[config.mk]
export PLATFORM = sky130hd
export DESIGN_NAME = rtp_packet_parser_flat
export DESIGN_NICKNAME = d
export VERILOG_FILES = /design/src/rtl/core/rtpp_pkg.sv /design/src/rtl/core/rtpp_if.sv /design/src/rtl/core/rtpp_ram.sv /design/src/rtl/core/rtpp_front.sv /design/src/rtl/core/rtpp_queue.sv /design/src/rtl/core/rtpp_back.sv /design/src/rtl/core/rtp_packet_parser.sv /design/src/flat_wrapper.sv
export SDC_FILE = /design/constraint.sdc
export NUM_CORES = 2
export LEC_CHECK = 0
export BUFFER_PORTS_ARGS = -buffer_cell sky130_fd_sc_hd__buf_2
export CORE_MARGIN = 4
export CORE_UTILIZATION = 60
export CTS_CLUSTER_SIZE = 24
export DETAILED_ROUTE_END_ITERATION = 10
export PLACE_DENSITY = 0.76
export SLEW_MARGIN = 15
export SYNTH_ARGS = -nofsm -noshare
export SYNTH_HDL_FRONTEND = slang
export SYNTH_SLANG_ARGS = --single-unit
[constraint.sdc]
create_clock -name clk -period 11.52 [get_ports clk]
set_input_delay 1.728 -clock clk [delete_from_list [all_inputs] [get_ports clk]]
set_output_delay 1.728 -clock clk [all_outputs]
set_load 0.05 [all_outputs]
[src/rtl/core/rtpp_pkg.sv]
// Shared types, status codes and defaults for the RTP packet parser.
`timescale 1ns / 1ps
package rtpp_pkg;

	localparam int CSRC_SLOTS_DEF       = 15;
	localparam int MAX_PACKET_BYTES_DEF = 2048;

	localparam logic [7:0] VER_MASK  = 8'hC0;
	localparam logic [7:0] VER_VALUE = 8'h80;

	localparam logic [2:0] ST_OK         = 3'd0;
	localparam logic [2:0] ST_BAD_HDR    = 3'd1;
	localparam logic [2:0] ST_CSRC_SHORT = 3'd2;
	localparam logic [2:0] ST_PHDR_SHORT = 3'd3;
	localparam logic [2:0] ST_LEN_SHORT  = 3'd4;
	localparam logic [2:0] ST_OVERRUN    = 3'd5;
	localparam logic [2:0] ST_TOO_LONG   = 3'd6;

	localparam logic KIND_ENTRY   = 1'b0;
	localparam logic KIND_SUMMARY = 1'b1;

	typedef struct packed {
		logic        record_kind;
		logic [2:0]  status;
		logic        marker;
		logic [6:0]  payload_kind;
		logic [15:0] sequence_res;
		logic [31:0] timestamp;
		logic [31:0] source_id;
		logic [3:0]  contributor_count;
		logic [23:0] stream_ident;
		logic [3:0]  frag_and_data_type;
		logic [15:0] last_block_length;
		logic [11:0] consumed_bytes;
	} rec_t;

	// One finished packet: its summary, how many CSRC entries it stored and where
	typedef struct packed {
		rec_t       rec;
		logic [3:0] n_entries;
		logic       bank;
	} summ_t;

endpackage

[src/rtl/core/rtpp_if.sv]
// Byte input and record output channel interfaces.
`timescale 1ns / 1ps
interface rtpp_byte_if;
	logic       valid;
	logic       ready;
	logic [7:0] data_byte;
	logic       last_byte;

	modport source(output valid, output data_byte, output last_byte, input ready);
	modport sink(input valid, input data_byte, input last_byte, output ready);
endinterface

interface rtpp_rec_if;
	logic        valid;
	logic        ready;
	logic        record_kind;
	logic [2:0]  status;
	logic        marker;
	logic [6:0]  payload_kind;
	logic [15:0] sequence_res;
	logic [31:0] timestamp;
	logic [31:0] source_id;
	logic [3:0]  contributor_count;
	logic [23:0] stream_ident;
	logic [3:0]  frag_and_data_type;
	logic [15:0] last_block_length;
	logic [11:0] consumed_bytes;

	modport source(output valid, output record_kind, output status, output marker,
		output payload_kind, output sequence_res, output timestamp, output source_id,
		output contributor_count, output stream_ident, output frag_and_data_type,
		output last_block_length, output consumed_bytes, input ready);
	modport sink(input valid, input record_kind, input status, input marker,
		input payload_kind, input sequence_res, input timestamp, input source_id,
		input contributor_count, input stream_ident, input frag_and_data_type,
		input last_block_length, input consumed_bytes, output ready);
endinterface

[src/rtl/core/rtpp_ram.sv]
// Generic single write port RAM with registered read.
`timescale 1ns / 1ps
module rtpp_ram #(
	parameter int WIDTH = 32,
	parameter int DEPTH = 32
) (
	input  logic                     clk,
	input  logic                     we,
	input  logic [$clog2(DEPTH)-1:0] waddr,
	input  logic [WIDTH-1:0]         wdata,
	input  logic                     re,
	input  logic [$clog2(DEPTH)-1:0] raddr,
	output logic [WIDTH-1:0]         rdata
);

	logic [WIDTH-1:0] mem_q [DEPTH];

	always_ff @(posedge clk) begin
		if (we) begin
			mem_q[waddr] <= wdata;
		end
		if (re) begin
			rdata <= mem_q[raddr];
		end
	end

endmodule

[src/rtl/core/rtpp_front.sv]
// Byte-level header and block walker; builds the packet summary at the last byte.
`timescale 1ns / 1ps
module rtpp_front #(
	parameter int CSRC_SLOTS       = rtpp_pkg::CSRC_SLOTS_DEF,
	parameter int MAX_PACKET_BYTES = rtpp_pkg::MAX_PACKET_BYTES_DEF,
	parameter int RAM_AW           = 5
) (
	input  logic                clk,
	input  logic                arst_n,
	rtpp_byte_if.sink           pkt,
	input  logic                full,
	output logic                push,
	output rtpp_pkg::summ_t     push_data,
	output logic                ram_we,
	output logic [RAM_AW-1:0]   ram_waddr,
	output logic [31:0]         ram_wdata
);

	localparam int PW = $clog2(MAX_PACKET_BYTES + 1);
	localparam int SLOT_AW = RAM_AW - 1;
	localparam logic [PW-1:0] MAXP = PW'(MAX_PACKET_BYTES);
	localparam logic [3:0] SLOTS4 = 4'(CSRC_SLOTS);

	typedef enum logic [6:0] {
		PH_HDR  = 7'b0000001,
		PH_CSRC = 7'b0000010,
		PH_PHDR = 7'b0000100,
		PH_LEN  = 7'b0001000,
		PH_DATA = 7'b0010000,
		PH_TAIL = 7'b0100000,
		PH_ERR  = 7'b1000000
	} phase_t;

	phase_t      ph_q, ph_d;
	logic [PW-1:0] pos_q, pos_d;
	logic [63:0] hdr0_q, hdr0_d;
	logic [31:0] ssrc_q, ssrc_d;
	logic [31:0] phdr_q, phdr_d;
	logic [31:0] ws_q, ws_d;
	logic [1:0]  sub_q, sub_d;
	logic [3:0]  idx_q, idx_d;
	logic [3:0]  nst_q, nst_d;
	logic [3:0]  blk_q, blk_d;
	logic [15:0] skip_q, skip_d;
	logic [2:0]  err_q, err_d;
	logic        hdr_done_q, hdr_done_d;
	logic        phdr_done_q, phdr_done_d;
	logic [15:0] len_q, len_d;
	logic [11:0] cons_q, cons_d;
	logic        bank_q;
	logic        accept;
	logic        fin;
	logic [7:0]  b;
	logic [15:0] len_new;
	logic [2:0]  st;

	assign pkt.ready = !full;
	assign accept    = pkt.valid && pkt.ready;
	assign b         = pkt.data_byte;
	assign len_new   = {ws_q[7:0], b};

	always_comb begin
		ph_d        = ph_q;
		pos_d       = pos_q;
		hdr0_d      = hdr0_q;
		ssrc_d      = ssrc_q;
		phdr_d      = phdr_q;
		ws_d        = ws_q;
		sub_d       = sub_q;
		idx_d       = idx_q;
		nst_d       = nst_q;
		blk_d       = blk_q;
		skip_d      = skip_q;
		err_d       = err_q;
		hdr_done_d  = hdr_done_q;
		phdr_done_d = phdr_done_q;
		len_d       = len_q;
		cons_d      = cons_q;
		fin         = 1'b0;
		ram_we      = 1'b0;
		ram_waddr   = {bank_q, idx_q[SLOT_AW-1:0]};
		ram_wdata   = {ws_q[23:0], b};
		if (accept) begin
			if (pos_q >= MAXP) begin
				if (err_q == rtpp_pkg::ST_OK) begin
					err_d = rtpp_pkg::ST_TOO_LONG;
					ph_d  = PH_ERR;
				end
			end else begin
				pos_d = pos_q + 1'b1;
				unique case (ph_q)
					PH_HDR: begin
						if (pos_q == '0 && (b & rtpp_pkg::VER_MASK) != rtpp_pkg::VER_VALUE) begin
							err_d = rtpp_pkg::ST_BAD_HDR;
							ph_d  = PH_ERR;
						end else begin
							if (pos_q < PW'(8)) begin
								hdr0_d[{~pos_q[2:0], 3'b000} +: 8] = b;
							end else if (pos_q < PW'(12)) begin
								ssrc_d[{~pos_q[1:0], 3'b000} +: 8] = b;
							end
							if (pos_q == PW'(11)) begin
								hdr_done_d = 1'b1;
								sub_d      = 2'd0;
								ph_d       = (hdr0_q[59:56] != 4'd0) ? PH_CSRC : PH_PHDR;
							end
						end
					end
					PH_CSRC: begin
						ws_d  = {ws_q[23:0], b};
						sub_d = sub_q + 2'd1;
						if (sub_q == 2'd3) begin
							if (idx_q < SLOTS4) begin
								ram_we = 1'b1;
								nst_d  = idx_q + 4'd1;
							end
							idx_d = idx_q + 4'd1;
							if ({1'b0, idx_q} + 5'd1 >= {1'b0, hdr0_q[59:56]}) begin
								ph_d = PH_PHDR;
							end
						end
					end
					PH_PHDR: begin
						phdr_d = {phdr_q[23:0], b};
						sub_d  = sub_q + 2'd1;
						if (sub_q == 2'd3) begin
							phdr_done_d = 1'b1;
							blk_d       = (b[3:0] != 4'd0) ? b[3:0] : 4'd1;
							ph_d        = PH_LEN;
							ws_d        = '0;
						end
					end
					PH_LEN: begin
						if (sub_q == 2'd0) begin
							ws_d  = {24'd0, b};
							sub_d = 2'd1;
						end else begin
							sub_d  = 2'd0;
							ws_d   = '0;
							len_d  = len_new;
							skip_d = len_new;
							if (len_new == 16'd0) begin
								fin = 1'b1;
							end else begin
								ph_d = PH_DATA;
							end
						end
					end
					PH_DATA: begin
						skip_d = skip_q - 16'd1;
						if (skip_q == 16'd1) begin
							fin = 1'b1;
						end
					end
					PH_TAIL, PH_ERR: begin
					end
					default: begin
					end
				endcase
				if (fin) begin
					blk_d = blk_q - 4'd1;
					if (blk_q == 4'd1) begin
						ph_d   = PH_TAIL;
						cons_d = 12'({1'b0, pos_q} + 1'b1);
					end else begin
						ph_d = PH_LEN;
					end
				end
			end
		end
	end

	// Status as it stands after this byte
	always_comb begin
		if (err_d != rtpp_pkg::ST_OK) begin
			st = err_d;
		end else begin
			unique case (ph_d)
				PH_HDR:  st = rtpp_pkg::ST_BAD_HDR;
				PH_CSRC: st = rtpp_pkg::ST_CSRC_SHORT;
				PH_PHDR: st = rtpp_pkg::ST_PHDR_SHORT;
				PH_LEN:  st = rtpp_pkg::ST_LEN_SHORT;
				PH_DATA: st = rtpp_pkg::ST_OVERRUN;
				default: st = rtpp_pkg::ST_OK;
			endcase
		end
	end

	always_comb begin
		push_data.rec.record_kind        = rtpp_pkg::KIND_SUMMARY;
		push_data.rec.status             = st;
		push_data.rec.marker             = hdr_done_d & hdr0_d[55];
		push_data.rec.payload_kind       = hdr_done_d ? hdr0_d[54:48] : 7'd0;
		push_data.rec.sequence_res       = hdr_done_d ? hdr0_d[47:32] : 16'd0;
		push_data.rec.timestamp          = hdr_done_d ? hdr0_d[31:0] : 32'd0;
		push_data.rec.source_id          = hdr_done_d ? ssrc_d : 32'd0;
		push_data.rec.contributor_count  = hdr_done_d ? hdr0_d[59:56] : 4'd0;
		push_data.rec.stream_ident       = phdr_done_d ? phdr_d[31:8] : 24'd0;
		push_data.rec.frag_and_data_type = phdr_done_d ? {phdr_d[7:6], phdr_d[5:4]} : 4'd0;
		push_data.rec.last_block_length  = len_d;
		push_data.rec.consumed_bytes     = (st == rtpp_pkg::ST_OK) ? cons_d : 12'd0;
		push_data.n_entries              = nst_d;
		push_data.bank                   = bank_q;
	end

	assign push = accept && pkt.last_byte;

	always_ff @(posedge clk or negedge arst_n) begin
		if (!arst_n) begin
			ph_q        <= PH_HDR;
			pos_q       <= '0;
			hdr0_q      <= '0;
			ssrc_q      <= '0;
			phdr_q      <= '0;
			ws_q        <= '0;
			sub_q       <= '0;
			idx_q       <= '0;
			nst_q       <= '0;
			blk_q       <= '0;
			skip_q      <= '0;
			err_q       <= rtpp_pkg::ST_OK;
			hdr_done_q  <= 1'b0;
			phdr_done_q <= 1'b0;
			len_q       <= '0;
			cons_q      <= '0;
			bank_q      <= 1'b0;
		end else if (push) begin
			// packet closed: back to the start state, next packet uses the other bank
			ph_q        <= PH_HDR;
			pos_q       <= '0;
			hdr0_q      <= '0;
			ssrc_q      <= '0;
			phdr_q      <= '0;
			ws_q        <= '0;
			sub_q       <= '0;
			idx_q       <= '0;
			nst_q       <= '0;
			blk_q       <= '0;
			skip_q      <= '0;
			err_q       <= rtpp_pkg::ST_OK;
			hdr_done_q  <= 1'b0;
			phdr_done_q <= 1'b0;
			len_q       <= '0;
			cons_q      <= '0;
			bank_q      <= ~bank_q;
		end else if (accept) begin
			ph_q        <= ph_d;
			pos_q       <= pos_d;
			hdr0_q      <= hdr0_d;
			ssrc_q      <= ssrc_d;
			phdr_q      <= phdr_d;
			ws_q        <= ws_d;
			sub_q       <= sub_d;
			idx_q       <= idx_d;
			nst_q       <= nst_d;
			blk_q       <= blk_d;
			skip_q      <= skip_d;
			err_q       <= err_d;
			hdr_done_q  <= hdr_done_d;
			phdr_done_q <= phdr_done_d;
			len_q       <= len_d;
			cons_q      <= cons_d;
		end
	end

endmodule

[src/rtl/core/rtpp_queue.sv]
// Two-entry queue of finished packet summaries between front and back.
`timescale 1ns / 1ps
module rtpp_queue (
	input  logic            clk,
	input  logic            arst_n,
	input  logic            push,
	input  rtpp_pkg::summ_t push_data,
	input  logic            pop,
	output logic            full,
	output logic            head_valid,
	output rtpp_pkg::summ_t head
);

	rtpp_pkg::summ_t slot_q [2];
	logic       wr_ptr_q;
	logic       rd_ptr_q;
	logic [1:0] count_q;

	assign full       = (count_q == 2'd2);
	assign head_valid = (count_q != 2'd0);
	assign head       = slot_q[rd_ptr_q];

	always_ff @(posedge clk) begin
		if (push) begin
			slot_q[wr_ptr_q] <= push_data;
		end
	end

	always_ff @(posedge clk or negedge arst_n) begin
		if (!arst_n) begin
			wr_ptr_q <= 1'b0;
			rd_ptr_q <= 1'b0;
			count_q  <= 2'd0;
		end else begin
			if (push) begin
				wr_ptr_q <= ~wr_ptr_q;
			end
			if (pop) begin
				rd_ptr_q <= ~rd_ptr_q;
			end
			if (push && !pop) begin
				count_q <= count_q + 2'd1;
			end else if (pop && !push) begin
				count_q <= count_q - 2'd1;
			end
		end
	end

endmodule

[src/rtl/core/rtpp_back.sv]
// Record emitter: CSRC entries read from the RAM bank, then the summary.
`timescale 1ns / 1ps
module rtpp_back #(
	parameter int RAM_AW = 5
) (
	input  logic              clk,
	input  logic              arst_n,
	input  logic              head_valid,
	input  rtpp_pkg::summ_t   head,
	output logic              pop,
	output logic              ram_re,
	output logic [RAM_AW-1:0] ram_raddr,
	input  logic [31:0]       ram_rdata,
	rtpp_rec_if.source        rec
);

	localparam int SLOT_AW = RAM_AW - 1;

	typedef enum logic [2:0] {
		BK_IDLE  = 3'b001,
		BK_ENTRY = 3'b010,
		BK_SUM   = 3'b100
	} bk_state_t;

	bk_state_t      st_q, st_d;
	logic [3:0]     k_q, k_d;
	logic [3:0]     k_nxt;
	logic           out_valid_q;
	rtpp_pkg::rec_t out_q;
	rtpp_pkg::rec_t ent_rec;
	logic           free;
	logic           load_ent;
	logic           load_sum;

	assign free  = !out_valid_q || rec.ready;
	assign k_nxt = k_q + 4'd1;

	always_comb begin
		st_d      = st_q;
		k_d       = k_q;
		ram_re    = 1'b0;
		ram_raddr = {head.bank, {SLOT_AW{1'b0}}};
		pop       = 1'b0;
		load_ent  = 1'b0;
		load_sum  = 1'b0;
		unique case (st_q)
			BK_IDLE: begin
				if (head_valid) begin
					if (head.n_entries != 4'd0) begin
						ram_re = 1'b1;
						k_d    = 4'd0;
						st_d   = BK_ENTRY;
					end else begin
						st_d = BK_SUM;
					end
				end
			end
			BK_ENTRY: begin
				// read data for entry k is waiting; fetch k+1 as it goes out
				if (free) begin
					load_ent = 1'b1;
					if ({1'b0, k_q} + 5'd1 < {1'b0, head.n_entries}) begin
						ram_re    = 1'b1;
						ram_raddr = {head.bank, k_nxt[SLOT_AW-1:0]};
						k_d       = k_nxt;
					end else begin
						st_d = BK_SUM;
					end
				end
			end
			BK_SUM: begin
				if (free) begin
					load_sum = 1'b1;
					pop      = 1'b1;
					st_d     = BK_IDLE;
				end
			end
			default: st_d = BK_IDLE;
		endcase
	end

	always_comb begin
		ent_rec                   = head.rec;
		ent_rec.record_kind       = rtpp_pkg::KIND_ENTRY;
		ent_rec.source_id         = ram_rdata;
		ent_rec.contributor_count = k_q;
	end

	always_ff @(posedge clk or negedge arst_n) begin
		if (!arst_n) begin
			st_q        <= BK_IDLE;
			k_q         <= '0;
			out_valid_q <= 1'b0;
		end else begin
			st_q <= st_d;
			k_q  <= k_d;
			if (load_ent || load_sum) begin
				out_valid_q <= 1'b1;
			end else if (rec.ready) begin
				out_valid_q <= 1'b0;
			end
		end
	end

	always_ff @(posedge clk) begin
		if (load_ent) begin
			out_q <= ent_rec;
		end else if (load_sum) begin
			out_q <= head.rec;
		end
	end

	assign rec.valid              = out_valid_q;
	assign rec.record_kind        = out_q.record_kind;
	assign rec.status             = out_q.status;
	assign rec.marker             = out_q.marker;
	assign rec.payload_kind       = out_q.payload_kind;
	assign rec.sequence_res       = out_q.sequence_res;
	assign rec.timestamp          = out_q.timestamp;
	assign rec.source_id          = out_q.source_id;
	assign rec.contributor_count  = out_q.contributor_count;
	assign rec.stream_ident       = out_q.stream_ident;
	assign rec.frag_and_data_type = out_q.frag_and_data_type;
	assign rec.last_block_length  = out_q.last_block_length;
	assign rec.consumed_bytes     = out_q.consumed_bytes;

endmodule

[src/rtl/core/rtp_packet_parser.sv]
// Throughput: one byte per cycle in, unless the input is stalled;
// one record per cycle out within a packet, unless the output is held.
// The byte input stalls only while two finished packets still wait to be emitted,
// since the CSRC RAM holds two banks, one per outstanding packet.
// Reset clears all parser, queue and emitter control; the CSRC RAM is not cleared
// and is only read at entries written for the packet being emitted.
`timescale 1ns / 1ps
module rtp_packet_parser #(
	parameter int CSRC_SLOTS       = rtpp_pkg::CSRC_SLOTS_DEF,
	parameter int MAX_PACKET_BYTES = rtpp_pkg::MAX_PACKET_BYTES_DEF
) (
	input  logic       clk,
	input  logic       arst_n,
	rtpp_byte_if.sink  pkt,
	rtpp_rec_if.source rec
);

	localparam int SLOT_AW   = (CSRC_SLOTS > 1) ? $clog2(CSRC_SLOTS) : 1;
	localparam int RAM_AW    = SLOT_AW + 1;
	localparam int RAM_DEPTH = 2 ** RAM_AW;

	logic              full;
	logic              push;
	rtpp_pkg::summ_t   push_data;
	logic              pop;
	logic              head_valid;
	rtpp_pkg::summ_t   head;
	logic              ram_we;
	logic [RAM_AW-1:0] ram_waddr;
	logic [31:0]       ram_wdata;
	logic              ram_re;
	logic [RAM_AW-1:0] ram_raddr;
	logic [31:0]       ram_rdata;

	rtpp_front #(
		.CSRC_SLOTS       (CSRC_SLOTS),
		.MAX_PACKET_BYTES (MAX_PACKET_BYTES),
		.RAM_AW           (RAM_AW)
	) u_front (
		.clk       (clk),
		.arst_n    (arst_n),
		.pkt       (pkt),
		.full      (full),
		.push      (push),
		.push_data (push_data),
		.ram_we    (ram_we),
		.ram_waddr (ram_waddr),
		.ram_wdata (ram_wdata)
	);

	rtpp_ram #(
		.WIDTH (32),
		.DEPTH (RAM_DEPTH)
	) u_csrc_ram (
		.clk   (clk),
		.we    (ram_we),
		.waddr (ram_waddr),
		.wdata (ram_wdata),
		.re    (ram_re),
		.raddr (ram_raddr),
		.rdata (ram_rdata)
	);

	rtpp_queue u_queue (
		.clk        (clk),
		.arst_n     (arst_n),
		.push       (push),
		.push_data  (push_data),
		.pop        (pop),
		.full       (full),
		.head_valid (head_valid),
		.head       (head)
	);

	rtpp_back #(
		.RAM_AW (RAM_AW)
	) u_back (
		.clk        (clk),
		.arst_n     (arst_n),
		.head_valid (head_valid),
		.head       (head),
		.pop        (pop),
		.ram_re     (ram_re),
		.ram_raddr  (ram_raddr),
		.ram_rdata  (ram_rdata),
		.rec        (rec)
	);

endmodule

[src/flat_wrapper.sv]
// flat-port wrapper written by rule: the top's interface ports become plain ports
module rtp_packet_parser_flat 
#(
	parameter int CSRC_SLOTS       = rtpp_pkg::CSRC_SLOTS_DEF,
	parameter int MAX_PACKET_BYTES = rtpp_pkg::MAX_PACKET_BYTES_DEF
)
  (clk, arst_n, pkt_valid, pkt_data_byte, pkt_last_byte, pkt_ready, rec_valid, rec_record_kind, rec_status, rec_marker, rec_payload_kind, rec_sequence_res, rec_timestamp, rec_source_id, rec_contributor_count, rec_stream_ident, rec_frag_and_data_type, rec_last_block_length, rec_consumed_bytes, rec_ready);
  rtpp_byte_if pkt_i ();
  rtpp_rec_if rec_i ();
  input  logic clk;
  input  logic arst_n;
  input wire logic [$bits(pkt_i.valid)-1:0] pkt_valid;
  input wire logic [$bits(pkt_i.data_byte)-1:0] pkt_data_byte;
  input wire logic [$bits(pkt_i.last_byte)-1:0] pkt_last_byte;
  output wire logic [$bits(pkt_i.ready)-1:0] pkt_ready;
  output wire logic [$bits(rec_i.valid)-1:0] rec_valid;
  output wire logic [$bits(rec_i.record_kind)-1:0] rec_record_kind;
  output wire logic [$bits(rec_i.status)-1:0] rec_status;
  output wire logic [$bits(rec_i.marker)-1:0] rec_marker;
  output wire logic [$bits(rec_i.payload_kind)-1:0] rec_payload_kind;
  output wire logic [$bits(rec_i.sequence_res)-1:0] rec_sequence_res;
  output wire logic [$bits(rec_i.timestamp)-1:0] rec_timestamp;
  output wire logic [$bits(rec_i.source_id)-1:0] rec_source_id;
  output wire logic [$bits(rec_i.contributor_count)-1:0] rec_contributor_count;
  output wire logic [$bits(rec_i.stream_ident)-1:0] rec_stream_ident;
  output wire logic [$bits(rec_i.frag_and_data_type)-1:0] rec_frag_and_data_type;
  output wire logic [$bits(rec_i.last_block_length)-1:0] rec_last_block_length;
  output wire logic [$bits(rec_i.consumed_bytes)-1:0] rec_consumed_bytes;
  input wire logic [$bits(rec_i.ready)-1:0] rec_ready;
  assign pkt_i.valid = pkt_valid;
  assign pkt_i.data_byte = pkt_data_byte;
  assign pkt_i.last_byte = pkt_last_byte;
  assign pkt_ready = pkt_i.ready;
  assign rec_valid = rec_i.valid;
  assign rec_record_kind = rec_i.record_kind;
  assign rec_status = rec_i.status;
  assign rec_marker = rec_i.marker;
  assign rec_payload_kind = rec_i.payload_kind;
  assign rec_sequence_res = rec_i.sequence_res;
  assign rec_timestamp = rec_i.timestamp;
  assign rec_source_id = rec_i.source_id;
  assign rec_contributor_count = rec_i.contributor_count;
  assign rec_stream_ident = rec_i.stream_ident;
  assign rec_frag_and_data_type = rec_i.frag_and_data_type;
  assign rec_last_block_length = rec_i.last_block_length;
  assign rec_consumed_bytes = rec_i.consumed_bytes;
  assign rec_i.ready = rec_ready;
  rtp_packet_parser #(.CSRC_SLOTS(CSRC_SLOTS), .MAX_PACKET_BYTES(MAX_PACKET_BYTES)) u_core (.clk(clk), .arst_n(arst_n), .pkt(pkt_i), .rec(rec_i));
endmodule
==> impl_results.md <==
* Status: finished, final reports clean
* FILL cells at 7232
* DP Wirelength at 106000 um
* Clk Latency, worst-skew pair at 0.77 ns
* Routed WL per cell at 28.4 um
* Initial cell density of the core at 0.608
* Core area at 0.115 mm2
* Hold path cells at 2
* DRT Pass-1 Iters at 6
* Fin Hold WS at 0.484 ns
* Sw frac at 0.296
* Internal at 11700 uW
* Cells after Synth at 4775
* Flop pwr share at 0.470
* I/O pins at 167
* Max-cap violation count at 0
* # setup viols final at 0
* Share of cells above drive strength 1 at 0.156
* Die Height at 349 um
* CP cell instances: ha_4, xnor2_1, inv_1, ha_1, a21boi_0, o21ai_4, buf_4, nand2_4, buf_12, nor2_1, nand3_1, nand4_1, o2111ai_1
* Crit Reg-Reg Startpoint: u_core.u_back.k_q[0]$_DFFE_PN0P_
* RSZ-0062 raised after global routing: false
* Sw power at 4910 uW
* Crit start category: flop
* Metal3 WL at 25000 um
* Slew headroom at 0.0632
* Row cnt at 124
* Clock power share at 0.341
* Lkg Pwr at 0.0268 uW
* Vias in the first global route at 42.8k
* CP delay by family, top: simple AND/OR/NAND/NOR gates
* Die footprint at 0.122 mm2
* Post-route ant nets at 0
* WP data arrival at 7.13 ns
* Worst path buffer plus inverter count at 3
* Min-delay worst type: flop to flop
* Power per cell area at 211 mW/mm2
* CP endpoint kind: flop
* Tmin final at 6.63 ns
* Antenna violations before repair at 6
* Critical path depth in cells at 13
* Post-synth top area share at 0.653
* Mapped Area at 0.0699 mm2
* Comb power frac at 0.188
* Layout overhead on the synthesized area at 12.7%
* Worst Tran Pin Value at 1.40 ns
* VDD IR-drop max at 0.000158 V
* M1 WL at 69000 um
* Async SR Flop Fraction at 0.138
* Min-Delay Startpoint: u_core.u_front.ssrc_q[5]$_DFFE_PN0P_
* Inserted Clock Buffers at 166
* CTS clk-pin slew, worst paths at 0.06 ns
* Critical path class: flop to flop
* Synth top cells by count: 1519 x edfxtp_1, 659 x nand2_1, 272 x nor2_1, 241 x dfrtp_1, 224 x clkbuf_1
* Grt total ovfl at 0
* Period utilization at 0.575
* Finished Core Util at 0.685
* Place WS at 5.15 ns
* Max Fclk at 151 MHz
* CP Max Fanout at 122
* CTS Buffer Depth at 3
* Most common cell in the netlist: edfxtp_1
* WP data required at 12.02 ns
* CTS Hold Bufs at 0
* Port bufs at 166
* Setup WS post-layout at 4.89 ns
* Seq cells post-synth at 1763
* Setup TNS at 0 ns
* Htree depth at 4
* Register area share after synthesis at 0.740
* Worst reg-to-reg path cell count at 13
* Gr usage total at 0.309
* Met2 Wirelength at 86200 um
* Routed WL at 189000 um
* Critical Path Source: u_core.u_back.k_q[0]$_DFFE_PN0P_
* Post-cts resize count at 0
* Largest net degree at the start of global routing at 173
* Delay of the slowest critical-path stage at 0.94 ns
* Synth cell types at 80
* Detailed Route Iter0 Violations at 6995
* Top_reg_cell synth: edfxtp_1
* Syn Area/Cell at 14.6 um2
* Global placer's final weighted congestion at 0.896
* Root buf cell: clkbuf_16
* Sinks on Clock Net at 1763
* Vias/cell at 6.64
* First-pass GRT wire length at 278000 um
* Fin. Hold Viols at 0
* Synth area leader: edfxtp_1
* Drc violations at 0
* Die Wd at 349 um
* Final net count at 5043
* Yosys warnings at 0
* Number of synthesized flops with an enable pin at 1519
* R2R setup slack at 4.89 ns
* Via count at 44.2k
* Fin. max-slew vios at 0
* Uppermost layer routed: met5
* CTS tree: built
* Crit-path slowest cell: nor2_1
* Post-CTS Setup Bufs at 0
* Top cells by area in the synthesized netlist: edfxtp_1 65%, dfrtp_1 8.6%, nand2_1 3.5%, mux2_2 2.3%, mux2i_1 2.1%
* Clock Skew at 0.0199 ns
-- metrics by stage --
stage	power, uW	area (um2)	instances
2_1_floorplan	9930	70100	4838
3_3_place_gp	10900	73000	6345
3_5_place_dp	11000	73000	6346
4_1_cts	16600	78700	6652
5_1_grt	17100	78800	6654
6_report	16600	78800	6659
-- sequential cells by signal, indices dropped and copies added (netlist names), 7 cells and up --
name	count
u_core.u_back.rec.timestamp	32
u_core.u_front.ssrc_q	32
u_core.u_back.rec.last_block_length	16
u_core.u_front.len_q	16
u_core.u_front.ws_q	24
u_core.u_front.pos_q	12
u_core.u_csrc_ram.rdata	32
u_core.u_front.hdr0_q	60
u_core.u_back.rec.source_id	32
u_core.u_front.cons_q	12
u_core.u_back.rec.consumed_bytes	12
u_core.u_back.rec.stream_ident	24
u_core.u_front.skip_q	16
u_core.u_back.rec.sequence_res	16
u_core.u_front.ph_q	7
u_core.u_csrc_ram.mem_q	1024
u_core.u_queue.slot_q	312
u_core.u_back.rec.payload_kind	7
u_core.u_front.phdr_q	32
-- cell families after synthesis --
logic type | count (synthesis) | synth area share
DFF | 1763 | 0.740
and+or+nand+nor | 1437 | 0.0939
AOI/OAI and AO/OA | 895 | 0.0853
muxes | 326 | 0.0560
buffers and inverters | 302 | 0.0168
adders and majority gates | 26 | 0.00466
xor gates and xnor gates | 25 | 0.00313
other | 1 | 0.0000537
-- per-layer routing --
| metal | vias to the layer above | track usage |
|---|---|---|
| met5 | - | 0 |
| met4 | 8 | 0.135 |
| met3 | 517 | 0.0807 |
| met2 | 3171 | 0.469 |
| met1 | 21819 | 0.428 |
| li1 | 18707 | - |
-- worst paths after layout --
check	endpoint
max	u_core.u_csrc_ram.rdata[14]$_DFFE_PP_
min	u_core.u_front.ssrc_q[5]$_DFFE_PN0P_
max reg2reg	u_core.u_csrc_ram.rdata[14]$_DFFE_PP_
min reg2reg	u_core.u_front.ssrc_q[5]$_DFFE_PN0P_
max in group asynchronous	u_core.u_front.cons_q[9]$_DFFE_PN0P_
min in group asynchronous	u_core.u_front.hdr0_q[50]$_DFFE_PN0P_
-- power by group through the flow --
stage	logic [uW]	registers [uW]	clock network, uW
6_report	3120	7810	5670
5_1_grt	3290	7850	5980
4_1_cts	3080	7800	5700
3_5_place_dp	3060	7930	0
3_3_place_gp	3020	7910	0
2_1_floorplan	1610	8310	0
-- worst reg2reg max path: cells and delay by family (launching register included) --
kind	cells	cell delay [ns]
buf+inv	3	1.60
simple gates	4	2.05
xor+xnor	1	0.67
flops	1	0.62
compound gates	3	0.79
fa+ha+maj	2	0.64
-- cell type report --
type                       instances  area, um2  share of cell area
sequential                      1763      51700               0.657
multi-input combinational       2773      17700               0.224
clock buffer                     229       4790              0.0609
tap                             1512       1890              0.0240
timing repair buffer             274       1690              0.0214
clock inverter                    77        903              0.0115
inverter                          26       97.6             0.00124
antenna                            5       12.5            0.000159
-- cell usage in the layout (no fill, tap or decap), drive strengths merged, types with 16 or more instances in the layout --
master   synthesis  routed
a2111oi         35      35
a211oi          89      89
a21oi          154     154
a221oi          20      20
a22o            94      94
a22oi           63      63
a31oi           78      78
and3           102     102
buf             52     274
bufinv           0      21
clkbuf         224     229
clkinv           1      51
conb             1      64
dfrtp          241     241
edfxtp        1519    1519
ha              26      26
inv             25      28
mux2           141     141
mux2i          147     147
mux4            38      38
nand2          659     659
nand2b          18      18
nand3          169     169
nand4           52      52
nor2           273     273
nor2b           31      31
nor3            40      40
nor4            26      26
nor4b           17      17
o2111ai         25      25
o211ai          22      22
o21ai          214     214
o22ai           33      33
xnor2           16      16
No activity file was read; power rests on OpenSTA's default activity.
